<file path="src/hdl/ipfmt_pkg.sv">
// ----------------------------------------------------------------------------
// IP address formatter package
// Shared character codes, group descriptor types and digit helpers for the
// address text formatter pipeline and its character serialiser.
// ----------------------------------------------------------------------------
package ipfmt_pkg;

  localparam int unsigned NumWords = 8;
  localparam int unsigned NumOctets = 4;

  localparam logic [6:0] CH_ZERO    = 7'h30;
  localparam logic [6:0] CH_LOWER_A = 7'h61;
  localparam logic [6:0] CH_COLON   = 7'h3a;
  localparam logic [6:0] CH_DOT     = 7'h2e;

  // Address words, word 0 leftmost (most significant).
  typedef logic [0:NumWords-1][15:0] ipfmt_words_t;

  // One printable group: up to four digits, right aligned, then separators.
  typedef struct packed {
    logic [15:0] digits;
    logic [2:0]  nd;
    logic [1:0]  nsep;
  } ipfmt_grp_t;

  // Everything the serialiser needs to print one address.
  typedef struct packed {
    ipfmt_grp_t [NumWords-1:0] grp;
    logic [NumWords-1:0]       live;
    logic                      dotted;
  } ipfmt_desc_t;

  // Lowercase hex character for one nibble; decimal digits map identically.
  function automatic logic [6:0] hex_char(input logic [3:0] d);
    logic [6:0] c;
    if (d < 4'd10) begin
      c = CH_ZERO + {3'b000, d};
    end else begin
      c = CH_LOWER_A + {3'b000, d} - 7'd10;
    end
    return c;
  endfunction

  // Split an octet into hundreds, tens and ones by compare chains.
  // Result is {hundreds[1:0], tens[3:0], ones[3:0]}.
  function automatic logic [9:0] dec_split(input logic [7:0] v);
    logic [1:0] h;
    logic [7:0] r;
    logic [3:0] t;
    logic [7:0] o;
    h = 2'd0;
    r = v;
    if (v >= 8'd200) begin
      h = 2'd2;
      r = v - 8'd200;
    end else if (v >= 8'd100) begin
      h = 2'd1;
      r = v - 8'd100;
    end
    t = 4'd0;
    for (int k = 1; k < 10; k++) begin
      if (r >= 8'(k * 10)) begin
        t = 4'(k);
      end
    end
    o = r - 8'({4'd0, t} * 8'd10);
    return {h, t, o[3:0]};
  endfunction

endpackage

</file>
<file path="src/hdl/ipfmt_ser.sv">
// ----------------------------------------------------------------------------
// IP address formatter character serialiser
// Walks the group descriptor of one address and puts out one character per
// cycle, skipping empty groups, and flags the final character.
// ----------------------------------------------------------------------------
module ipfmt_ser (
  input  logic                   clk,
  input  logic                   rst_n,
  input  logic                   load,
  input  ipfmt_pkg::ipfmt_desc_t desc,
  output logic                   free,
  output logic                   out_valid,
  output logic [6:0]             out_char,
  output logic                   out_last
);
  import ipfmt_pkg::*;

  logic        act_r, act_nxt;
  logic [2:0]  g_r, g_nxt;
  logic [2:0]  p_r, p_nxt;
  ipfmt_desc_t desc_r;

  ipfmt_grp_t  grp;
  logic [2:0]  len;
  logic        end_grp;
  logic [2:0]  nxt_g;
  logic        found;
  logic [2:0]  idx;
  logic [15:0] sh;

  // Current group, its length and the next group that prints anything.
  always_comb begin
    grp     = desc_r.grp[g_r];
    len     = grp.nd + {1'b0, grp.nsep};
    end_grp = (p_r == len - 3'd1);
    nxt_g   = g_r;
    found   = 1'b0;
    for (int i = NumWords - 1; i >= 0; i--) begin
      if (desc_r.live[i] && (3'(i) > g_r)) begin
        nxt_g = 3'(i);
        found = 1'b1;
      end
    end
  end

  // Character select: a digit while inside the digit part, else a separator.
  always_comb begin
    idx = grp.nd - 3'd1 - p_r;
    sh  = grp.digits >> {idx[1:0], 2'b00};
    if (p_r < grp.nd) begin
      out_char = hex_char(sh[3:0]);
    end else if (desc_r.dotted) begin
      out_char = CH_DOT;
    end else begin
      out_char = CH_COLON;
    end
  end

  assign out_valid = act_r;
  assign out_last  = act_r && end_grp && !found;
  assign free      = !act_r || (end_grp && !found);

  // Position update; a new descriptor is taken as the last character goes.
  always_comb begin
    act_nxt = act_r;
    g_nxt   = g_r;
    p_nxt   = p_r;
    if (load) begin
      act_nxt = 1'b1;
      g_nxt   = 3'd0;
      p_nxt   = 3'd0;
    end else if (act_r) begin
      if (end_grp) begin
        if (found) begin
          g_nxt = nxt_g;
          p_nxt = 3'd0;
        end else begin
          act_nxt = 1'b0;
        end
      end else begin
        p_nxt = p_r + 3'd1;
      end
    end
  end

  always_ff @(posedge clk) begin
    if (!rst_n) begin
      act_r <= 1'b0;
    end else begin
      act_r <= act_nxt;
    end
    g_r <= g_nxt;
    p_r <= p_nxt;
    if (load) begin
      desc_r <= desc;
    end
  end

endmodule

</file>
<file path="src/hdl/ip_address_text_formatter.sv">
// ----------------------------------------------------------------------------
// IP address text formatter
// An accepted address moves through stages 1, 2 and 3 into the serialiser.
// Throughput: one character per cycle while an address is printed; its text is 2
// to 39 characters long, with no gap between addresses that are queued.
// Three pipeline stages buffer further addresses; the receiver cannot stall.
// Reset clears all valid bits and the serialiser; payload is not reset.
// ----------------------------------------------------------------------------
module ip_address_text_formatter (
  input  logic        clk,
  input  logic        rst_n,
  input  logic        start,
  output logic        busy,
  input  logic [63:0] in_addr_high,
  input  logic [63:0] in_addr_low,
  output logic        out_valid,
  output logic [6:0]  out_char,
  output logic        out_last_char
);
  import ipfmt_pkg::*;

  // Pipeline control.
  logic s1_v_r, s1_v_nxt;
  logic s2_v_r, s2_v_nxt;
  logic s3_v_r, s3_v_nxt;
  logic take, adv2, adv3, ld, ser_free;

  // Stage 1: words, zero flags, hex digit counts, mapped check.
  ipfmt_words_t          w_in;
  ipfmt_words_t          w1_r;
  logic [NumWords-1:0]   z_in, z1_r;
  logic [0:NumWords-1][2:0] hnd_in, hnd1_r, hnd2_r;
  logic                  map_in, map1_r, map2_r;

  // Stage 2: zero run and octet digits.
  ipfmt_words_t          w2_r;
  logic [2:0]            rs_c, rs2_r;
  logic [3:0]            rl_c, rl2_r;
  logic [0:NumOctets-1][9:0] dec_c, dec2_r;

  // Stage 3: group descriptor.
  ipfmt_desc_t           desc_c, desc3_r;

  assign take = start && !busy;
  assign ld   = s3_v_r && ser_free;
  assign adv3 = s2_v_r && (!s3_v_r || ld);
  assign adv2 = s1_v_r && (!s2_v_r || adv3);
  assign busy = s1_v_r && !adv2;

  // Valid bits move with the data; a stage holds while its successor is full and cannot pass its data on.
  always_comb begin
    s1_v_nxt = take ? 1'b1 : (adv2 ? 1'b0 : s1_v_r);
    s2_v_nxt = adv2 ? 1'b1 : (adv3 ? 1'b0 : s2_v_r);
    s3_v_nxt = adv3 ? 1'b1 : (ld ? 1'b0 : s3_v_r);
  end

  // Word split, zero flags and hex digit counts of the incoming address.
  always_comb begin
    w_in = {in_addr_high, in_addr_low};
    for (int i = 0; i < NumWords; i++) begin
      z_in[i] = (w_in[i] == 16'h0000);
      if (w_in[i][15:12] != 4'h0) begin
        hnd_in[i] = 3'd4;
      end else if (w_in[i][11:8] != 4'h0) begin
        hnd_in[i] = 3'd3;
      end else if (w_in[i][7:4] != 4'h0) begin
        hnd_in[i] = 3'd2;
      end else begin
        hnd_in[i] = 3'd1;
      end
    end
    map_in = z_in[0] && z_in[1] && z_in[2] && z_in[3] && z_in[4] &&
             (w_in[5] == 16'hffff);
  end

  // Longest zero run, scanned from the right so that the rightmost one wins.
  always_comb begin
    logic [3:0] cur;
    cur  = 4'd0;
    rl_c = 4'd0;
    rs_c = 3'd0;
    for (int i = NumWords - 1; i >= 0; i--) begin
      if (z1_r[i]) begin
        cur = cur + 4'd1;
        if (cur > rl_c) begin
          rl_c = cur;
          rs_c = 3'(i);
        end
      end else begin
        cur = 4'd0;
      end
    end
    dec_c[0] = dec_split(w1_r[6][15:8]);
    dec_c[1] = dec_split(w1_r[6][7:0]);
    dec_c[2] = dec_split(w1_r[7][15:8]);
    dec_c[3] = dec_split(w1_r[7][7:0]);
  end

  // Group descriptors: dotted octets, or hex words with the run as "::".
  always_comb begin
    logic [3:0] idx;
    logic       in_run;
    logic [3:0] run_end;
    run_end = {1'b0, rs2_r} + rl2_r;
    desc_c.dotted = map2_r;
    for (int i = 0; i < NumWords; i++) begin
      idx    = 4'(i);
      in_run = (rl2_r != 4'd0) && (idx >= {1'b0, rs2_r}) && (idx < run_end);
      desc_c.grp[i].digits = w2_r[i];
      desc_c.grp[i].nd     = 3'd0;
      desc_c.grp[i].nsep   = 2'd0;
      if (map2_r) begin
        if (i < NumOctets) begin
          desc_c.grp[i].digits = {6'd0, dec2_r[i]};
          if (dec2_r[i][9:8] != 2'd0) begin
            desc_c.grp[i].nd = 3'd3;
          end else if (dec2_r[i][7:4] != 4'd0) begin
            desc_c.grp[i].nd = 3'd2;
          end else begin
            desc_c.grp[i].nd = 3'd1;
          end
          desc_c.grp[i].nsep = (i == NumOctets - 1) ? 2'd0 : 2'd1;
        end
      end else if (in_run) begin
        if (idx == {1'b0, rs2_r}) begin
          desc_c.grp[i].nsep = (i == 0) ? 2'd2 : 2'd1;
        end
      end else begin
        desc_c.grp[i].nd   = hnd2_r[i];
        desc_c.grp[i].nsep = (i == NumWords - 1) ? 2'd0 : 2'd1;
      end
      desc_c.live[i] = (desc_c.grp[i].nd != 3'd0) || (desc_c.grp[i].nsep != 2'd0);
    end
  end

  // Stage registers.
  always_ff @(posedge clk) begin
    if (!rst_n) begin
      s1_v_r <= 1'b0;
      s2_v_r <= 1'b0;
      s3_v_r <= 1'b0;
    end else begin
      s1_v_r <= s1_v_nxt;
      s2_v_r <= s2_v_nxt;
      s3_v_r <= s3_v_nxt;
    end
    if (take) begin
      w1_r   <= w_in;
      z1_r   <= z_in;
      hnd1_r <= hnd_in;
      map1_r <= map_in;
    end
    if (adv2) begin
      w2_r   <= w1_r;
      hnd2_r <= hnd1_r;
      map2_r <= map1_r;
      rs2_r  <= rs_c;
      rl2_r  <= rl_c;
      dec2_r <= dec_c;
    end
    if (adv3) begin
      desc3_r <= desc_c;
    end
  end

  // Character serialiser; takes the next descriptor as the last character goes.
  ipfmt_ser u_ser (
    .clk       (clk),
    .rst_n     (rst_n),
    .load      (ld),
    .desc      (desc3_r),
    .free      (ser_free),
    .out_valid (out_valid),
    .out_char  (out_char),
    .out_last  (out_last_char)
  );

endmodule
</file>
<file path="config.mk">
export PLATFORM = sky130hd
export DESIGN_NAME = ip_address_text_formatter
export DESIGN_NICKNAME = d
export VERILOG_FILES = /design/src/hdl/ipfmt_pkg.sv /design/src/hdl/ipfmt_ser.sv /design/src/hdl/ip_address_text_formatter.sv
export SDC_FILE = /design/constraint.sdc
export NUM_CORES = 1
export LEC_CHECK = 0
export ABC_AREA = 1
export BUFFER_PORTS_ARGS = -buffer_cell sky130_fd_sc_hd__buf_2
export CAP_MARGIN = 20
export CELL_PAD_IN_SITES_DETAIL_PLACEMENT = 0
export CELL_PAD_IN_SITES_GLOBAL_PLACEMENT = 2
export CORE_ASPECT_RATIO = 0.5
export CORE_UTILIZATION = 25
export CTS_BUF_LIST = sky130_fd_sc_hd__clkbuf_4 sky130_fd_sc_hd__clkbuf_8
export DETAILED_ROUTE_END_ITERATION = 8
export GPL_TIMING_DRIVEN = 1
export PLACE_DENSITY_LB_ADDON = 0.1
export SLEW_MARGIN = 20
export SYNTH_ARGS = -nofsm -noshare
export SYNTH_HDL_FRONTEND = slang
export SYNTH_HIERARCHICAL = 1
export SYNTH_SLANG_ARGS = --single-unit
</file>
<file path="constraint.sdc">
create_clock -name clk -period 16.1 [get_ports clk]
set_input_delay 1.61 -clock clk [delete_from_list [all_inputs] [get_ports clk]]
set_output_delay 1.61 -clock clk [all_outputs]
set_load 0.02 [all_outputs]
</file>
; Yosys cells after proc, flatten, opt, wreduce, memory -nomap -nowiden
; Index checks and enable logic that the tools add are counted.
[word_totals]
ff_bits = 725
input_bits = 131
output_inout_bits = 10
wordCells = 521
[classes]
n_addsub = 28
multipliers = 4
order_cmp = 77
eq_ne = 10
shift = 1
muxes = 177
reduce_logical = 117
[op_table]
columns = op, count
row1 = 4-bit 2-to-1 mux, 52
row2 = 8-bit by 7-bit greater-or-equal comparator with 1-bit output (second input constant), 16
row3 = 16-bit logical NOT, 8
row4 = 4-bit nonzero test, 29
row5 = 3-bit 2-to-1 mux, 33
row6 = 8-bit by 6-bit greater-or-equal comparator with 1-bit output (second input constant), 12
row7 = 8-bit by 5-bit greater-or-equal comparator with 1-bit output (second input constant), 8
row8 = 8-bit 2-to-1 mux, 8
row9 = 21-bit binary-select mux with 3-bit select, 1
row10 = 2-bit 2-to-1 mux, 26
row11 = 5-bit 2-to-1 mux, 9
row12 = 1-bit 2-to-1 mux, 41
row13 = 10-bit 2-to-1 mux, 4
row14 = 1-bit logical AND, 36
row15 = 8-bit by 4-bit greater-or-equal comparator with 1-bit output (second input constant), 4
row16 = 8-bit greater-or-equal comparator (second input constant), 4
row17 = 8-bit by 7-bit subtractor with 8-bit output (second input constant), 4
row18 = 8-bit subtractor (second input constant), 4
row19 = 2-bit nonzero test, 15
row20 = 4-bit by 1-bit adder with 4-bit output (second input constant), 7
row21 = 4-bit greater-than comparator, 7
row22 = 3-bit nonzero test, 8
row23 = 21-bit 2-to-1 mux, 1
row24 = 16-bit == test (second input constant), 1
row25 = other kinds (36), 76

; Logic depth before layout (Yosys ltp)
[logic_depth]
depth_word = 23
depth_mapped = 43
depth_no_buf = 42

; Cells and area by module
; The synthesis kept the hierarchy.
[by_module_without_submodules]
columns = mod, instances, cells_per_inst, area_per_inst_um2, seq_area_each_um2
row1 = ip_address_text_formatter, 1, 1659, 21528.1, 15885.2
row2 = ipfmt_ser, 1, 710, 7831.3, 5425.2

; Worst setup path before layout
; No wires, ideal clock.
[synth_path]
kind = reg2reg
startpoint = register u_ser.g_r[0]
endpoint = register desc3_r[0] (netlist name), enable pin
setup_time_ns = 0.756
arrival_time_ns = 10.967
required_ns = 15.344
setup_slack_ns = 4.377
path_stages_with_launch = 18
path_buffers = 4
period_less_slack_ns = 11.723
path_cell_list = dfxtp_1 buf_6 buf_2 buf_2 buf_2 nor2_1 o32ai_1 nor3_1 ha_1 inv_1 ha_1 xnor2_1 xnor2_1 xnor2_1 nand2_1 o21ai_2 inv_1 a21oi_1
[synth_between]
elab_chain_len = 16
elab_cells_between_ends = 35
cone_classes = add/sub (2) / order compare (8) / eq/ne (1) / mux (10) / reduce/logical (14)
[synth_rtl]
columns = item, line
row1 = "start, declared", ipfmt_ser.sv:19  ; logic [2:0] g_r, g_nxt;
row2 = "start signal, assigned", ipfmt_ser.sv:92  ; g_r <= g_nxt;
row3 = branches (longest 11 deep; another with 3-bit by 2-bit adder with 3-bit output), --
row4 = 1-bit logical AND *, ipfmt_ser.sv:61  ; assign free = !act_r || (end_grp && !found);
row5 = 1-bit logical OR *, ipfmt_ser.sv:61
row6 = via ser_free, ip_address_text_formatter.sv:26  ; logic take, adv2, adv3, ld, ser_free;
row7 = 1-bit logical AND *, ip_address_text_formatter.sv:45  ; assign ld = s3_v_r && ser_free;
row8 = 1-bit logical OR *, ip_address_text_formatter.sv:46  ; assign adv3 = s2_v_r && (!s3_v_r || ld);
row9 = 1-bit logical AND *, ip_address_text_formatter.sv:46
row10 = via adv3, ip_address_text_formatter.sv:26
row11 = "end signal, assigned", ip_address_text_formatter.sv:162  ; desc3_r <= desc_c;
row12 = "end, declared", ip_address_text_formatter.sv:42  ; ipfmt_desc_t desc_c, desc3_r;
; Mark *: on every way through the listed nets, which the timed path passes. The select of a mux whose other input is x is not followed.
; A chain may end at the register's enable or synchronous reset.

; Worst setup path in the final report
[layout_path]
startpoint = register u_ser.g_r[1]
endpoint = output port out_char[2]
[layout_between]
elab_chain_len = 9
elab_cells_between_ends = 12
cone_classes = add/sub (5) / order compare (2) / shift (1) / mux (4)
[layout_rtl]
columns = item, line
row1 = 21-bit binary-select mux with 3-bit select *, ipfmt_ser.sv:33  ; grp = desc_r.grp[g_r];
row2 = 21-bit 2-to-1 mux (not written as such) *, ipfmt_ser.sv:33
row3 = 2-bit by 1-bit subtractor with 2-bit output, ipfmt_ser.sv:48  ; idx = grp.nd - 3'd1 - p_r;
row4 = 2-bit subtractor, ipfmt_ser.sv:48
row5 = 16-bit by 4-bit right shift with 4-bit output, ipfmt_ser.sv:49  ; sh = grp.digits >> {idx[1:0], 2'b00};
row6 = 6-bit by 5-bit adder with 7-bit output, ipfmt_pkg.sv:39  ; c = CH_LOWER_A + {3'b000, d} - 7'd10;
row7 = 7-bit by 4-bit subtractor with 7-bit output, ipfmt_pkg.sv:39
row8 = 7-bit 2-to-1 mux, ipfmt_pkg.sv:36  ; if (d < 4'd10) begin
row9 = 7-bit 2-to-1 mux *, ipfmt_ser.sv:50  ; if (p_r < grp.nd) begin
row10 = "end, declared", ip_address_text_formatter.sv:17  ; output logic [6:0] out_char,
; Every way passes the cells marked *; elsewhere a longest branch is shown, timed or not. The select of a mux whose other input is x is not followed.

==> results.md <==
- The run finished with clean final reports.
- Dividing the detail-routed wire length by the instance count gives 19.9 um.
- The worst register-to-register path has a depth of 24.
- The cell at the slowest stage of the critical path is sky130_fd_sc_hd__nand2_1.
- The startpoint type of the worst setup path is a register.
- The total core area is 116,000 um2.
- The worst hold path stage count is 0.
- Cells fill 29.5% of the core in the end.
- The cell area that synthesis handed to floorplanning was 29,300 um2.
- The busiest metal layer after global routing is met1.
- The clock passes through at most 3 buffers.
- The number of global-route vias before repair is 18,000.
- The final standard cell count with taps included and fillers excluded is 4,258.
- TritonCTS built the clock tree.
- For this run, global-route usage on met3 was measured as 2.86%.
- The Yosys step of the flow raised 6 warnings.
- Across the run, the number of max-cap violations was 0.
- The worst setup skew after layout is 0.0752 ns.
- Relative to the synthesized area, the layout overhead comes to 16.3%.
- After global routing the overflow that remains totals 0.
- The met2 track demand over resource is 20.9%.
- For this run, the detailed router's first-pass iteration total came to 8.
- The worst-path maximum fanout is 21.
- For the pin with the worst max-slew slack, the measured transition is 1.06 ns.
- The post-route minimum period is 6.47 ns.
- The wire length of the first global-routing pass is 123,000 um.
- The final-report max-slew violation count is 0.
- The number of nets still failing antenna checks after routing is 0.
- During I/O placement, the number of pins put on the boundary was 141.
- The type of the tightest min-delay check is reg2reg.
- The number of rows in the core area is 88.
- Detailed placement finished with a half-perimeter wire length of 61,200 um.
- The arrival time of data at the critical path endpoint is 4.86 ns.
- The final setup TNS is 0 ns.
- For this run, the total global-route usage over all layers was measured as 14.4%.
- Hold timing on the final database bottoms out at a slack of 0.378 ns.
- The cell repeated most along the worst path is sky130_fd_sc_hd__nand2_1.
- The maximum level of the CTS H-tree is 3.
- The die height is 244 um.
- On the worst path, the slowest cell contributes a delay of 0.66 ns.
- The setup fix buffers added after clock tree synthesis is 0.
- The starting density of the core is 25.3%.
- The number of instances in the synthesized netlist is 2,367.
- The share of the cycle needed by the critical path after routing is 40.2%.
- Once placement completed, the tool counted placed cells totaling 4,059.
- The synthesized area divided by synthesized cell count is 12.4 um2.
- The final layout contains 2,791 nets.
- After detailed routing, the number of remaining DRC violations is 0.
- Counting every sink on the clock net gives 712.
- The floorplan die area is 119,000 um2.
- The critical path is of the reg2out type.
- The later pin in the worst-skew pair is clocked with a latency of 0.81 ns.
- The peak ir drop on the vdd network is 135 uV.
- Clock-pin slew was measured on the worst setup and hold paths at 0.07 ns.
- The number of buffers inserted during clock tree synthesis is 109.
- The overall routed net length is 84,800 um.
- Measured against its own limit, the worst slew margin works out to 29.5%.
- The number of hold buffers added after CTS is 0.
- Setup repair after global routing left no endpoint under its margin.
- Setup violations remaining at the end of the flow were counted as 0.
- The number of resized instances in the post-cts repair step is 0.
- Entering global routing, the biggest net connects 89 pins.
- The x dimension of the die is 486 um.
- The initial antenna violation count is 5.
- The required time reported for the critical path endpoint is 14.49 ns.
- For this run, the top clock speed supported by timing is 0.155 GHz.
- The via-per-instance ratio is 4.12.
- The routed layout has 17,600 vias.
- In the final layout, the share of cells above drive strength 1 is 15.4%.
- The last weighted congestion value of the routability-driven placer is 0.767.
- In the global route stage, met1 resource usage came out at 21.5%.
- The violation count after the first detailed-routing iteration is 1,332.
- The clock root buffer master is sky130_fd_sc_hd__clkbuf_8.
- The areal power density over the cells is 141 nW/um2.
- The final number of hold-violating endpoints is 0.
- The count of port buffers added during placement is 139.
- The critical path goes through buf_4 -> nand2_1 -> inv_1 -> o21ai_0 -> o22ai_1 -> nor2_1 -> ha_1 -> xnor2_1 -> inv_1 -> nand3_1 -> nand2_1 -> inv_1 -> ha_1 -> nand3_1 -> nand2_1 -> inv_1 -> nand2_1 -> nand2_1 -> buf_2.
- The leakage power of the design is 13.2 nW.
- STA classifies the critical path endpoint as an output pin.
## worst paths after layout
path | from | to | slack, ns
setup reg to reg | u_ser/g_r[1]$_SDFFE_PP0P_ | z1_r[2]$_DFFE_PP_ | 9.67
hold / removal | desc3_r[22]$_DFFE_PP_ | u_ser/desc_r[22]$_DFFE_PP_ | 0.38
setup / recovery | u_ser/g_r[1]$_SDFFE_PP0P_ | out_char[2] | 9.63
hold reg to reg | desc3_r[22]$_DFFE_PP_ | u_ser/desc_r[22]$_DFFE_PP_ | 0.38
## where the power goes
part / internal, mW / total, mW / switching, mW
clock: 0.790 / 1.54 / 0.755
sequential: 2.13 / 2.18 / 0.0518
combinational: 0.314 / 1.08 / 0.769
total: 3.24 / 4.81 / 1.58
## flip-flops by register name, summed over array words and instances, names as in the netlist
register	cells
u_ser/desc_r	176
desc3_r	169
w1_r	128
desc_c	64
w2_r	64
dec2_r	36
hnd1_r	24
hnd2_r	24
z1_r	8
rl2_r	4
rs2_r	3
u_ser/g_r	3
u_ser/p_r	3
map1_r	1
map2_r	1
s1_v_r	1
s2_v_r	1
s3_v_r	1
u_ser/out_valid	1
## layout make-up
cell class	instances	area, um2
Timing Repair Buffer	159	846
Fill cell	12000	81700
Tap cell	1575	1970
Multi-Input combinational cell	1308	6670
Clock inverter	57	445
Clock buffer	139	1730
Antenna cell	3	7.51
Inverter	305	1170
Sequential cell	712	21300
## metrics by stage
step / total power, mW / area, um2 / setup slack, ns
final: 4.81 / 34100 / 9.63
after global routing: 5.11 / 34100 / 8.90
after CTS: 4.90 / 34100 / 9.43
after detailed placement: 3.32 / 31900 / 9.69
after global placement: 3.33 / 31900 / 9.52
after floorplan: 2.93 / 29300 / 4.43
## metal layers
| layer | up-vias | wire length (um) |
|---|---|---|
| met5 | - | 0 |
| met4 | 0 | 1510 |
| met3 | 107 | 3340 |
| met2 | 275 | 35500 |
| met1 | 8575 | 44500 |
| li1 | 8604 | - |
## worst max-delay path: cells and delay by family (launching register included)
family                   cells  cell delay [ns]
buffers and inverters        6             0.96
flip-flops                   1             0.29
XOR/XNOR                     1             0.48
AO/OA/AOI/OAI                2             0.27
AND/OR/NAND/NOR              8             1.50
adder cells (fa/ha/maj)      2             0.53
## cell usage in the layout (no fill, tap or decap), drive strengths merged, types with 15 or more instances in the layout
cell type,n
a21oi,61
buf,159
clkbuf,139
clkinv,44
edfxtp,702
ha,60
inv,310
nand2,563
nand3,114
nand4,17
nor2,212
nor3,26
nor4,23
o21ai,113
or4,15
Note: power is estimated with default switching activity, not from simulation.
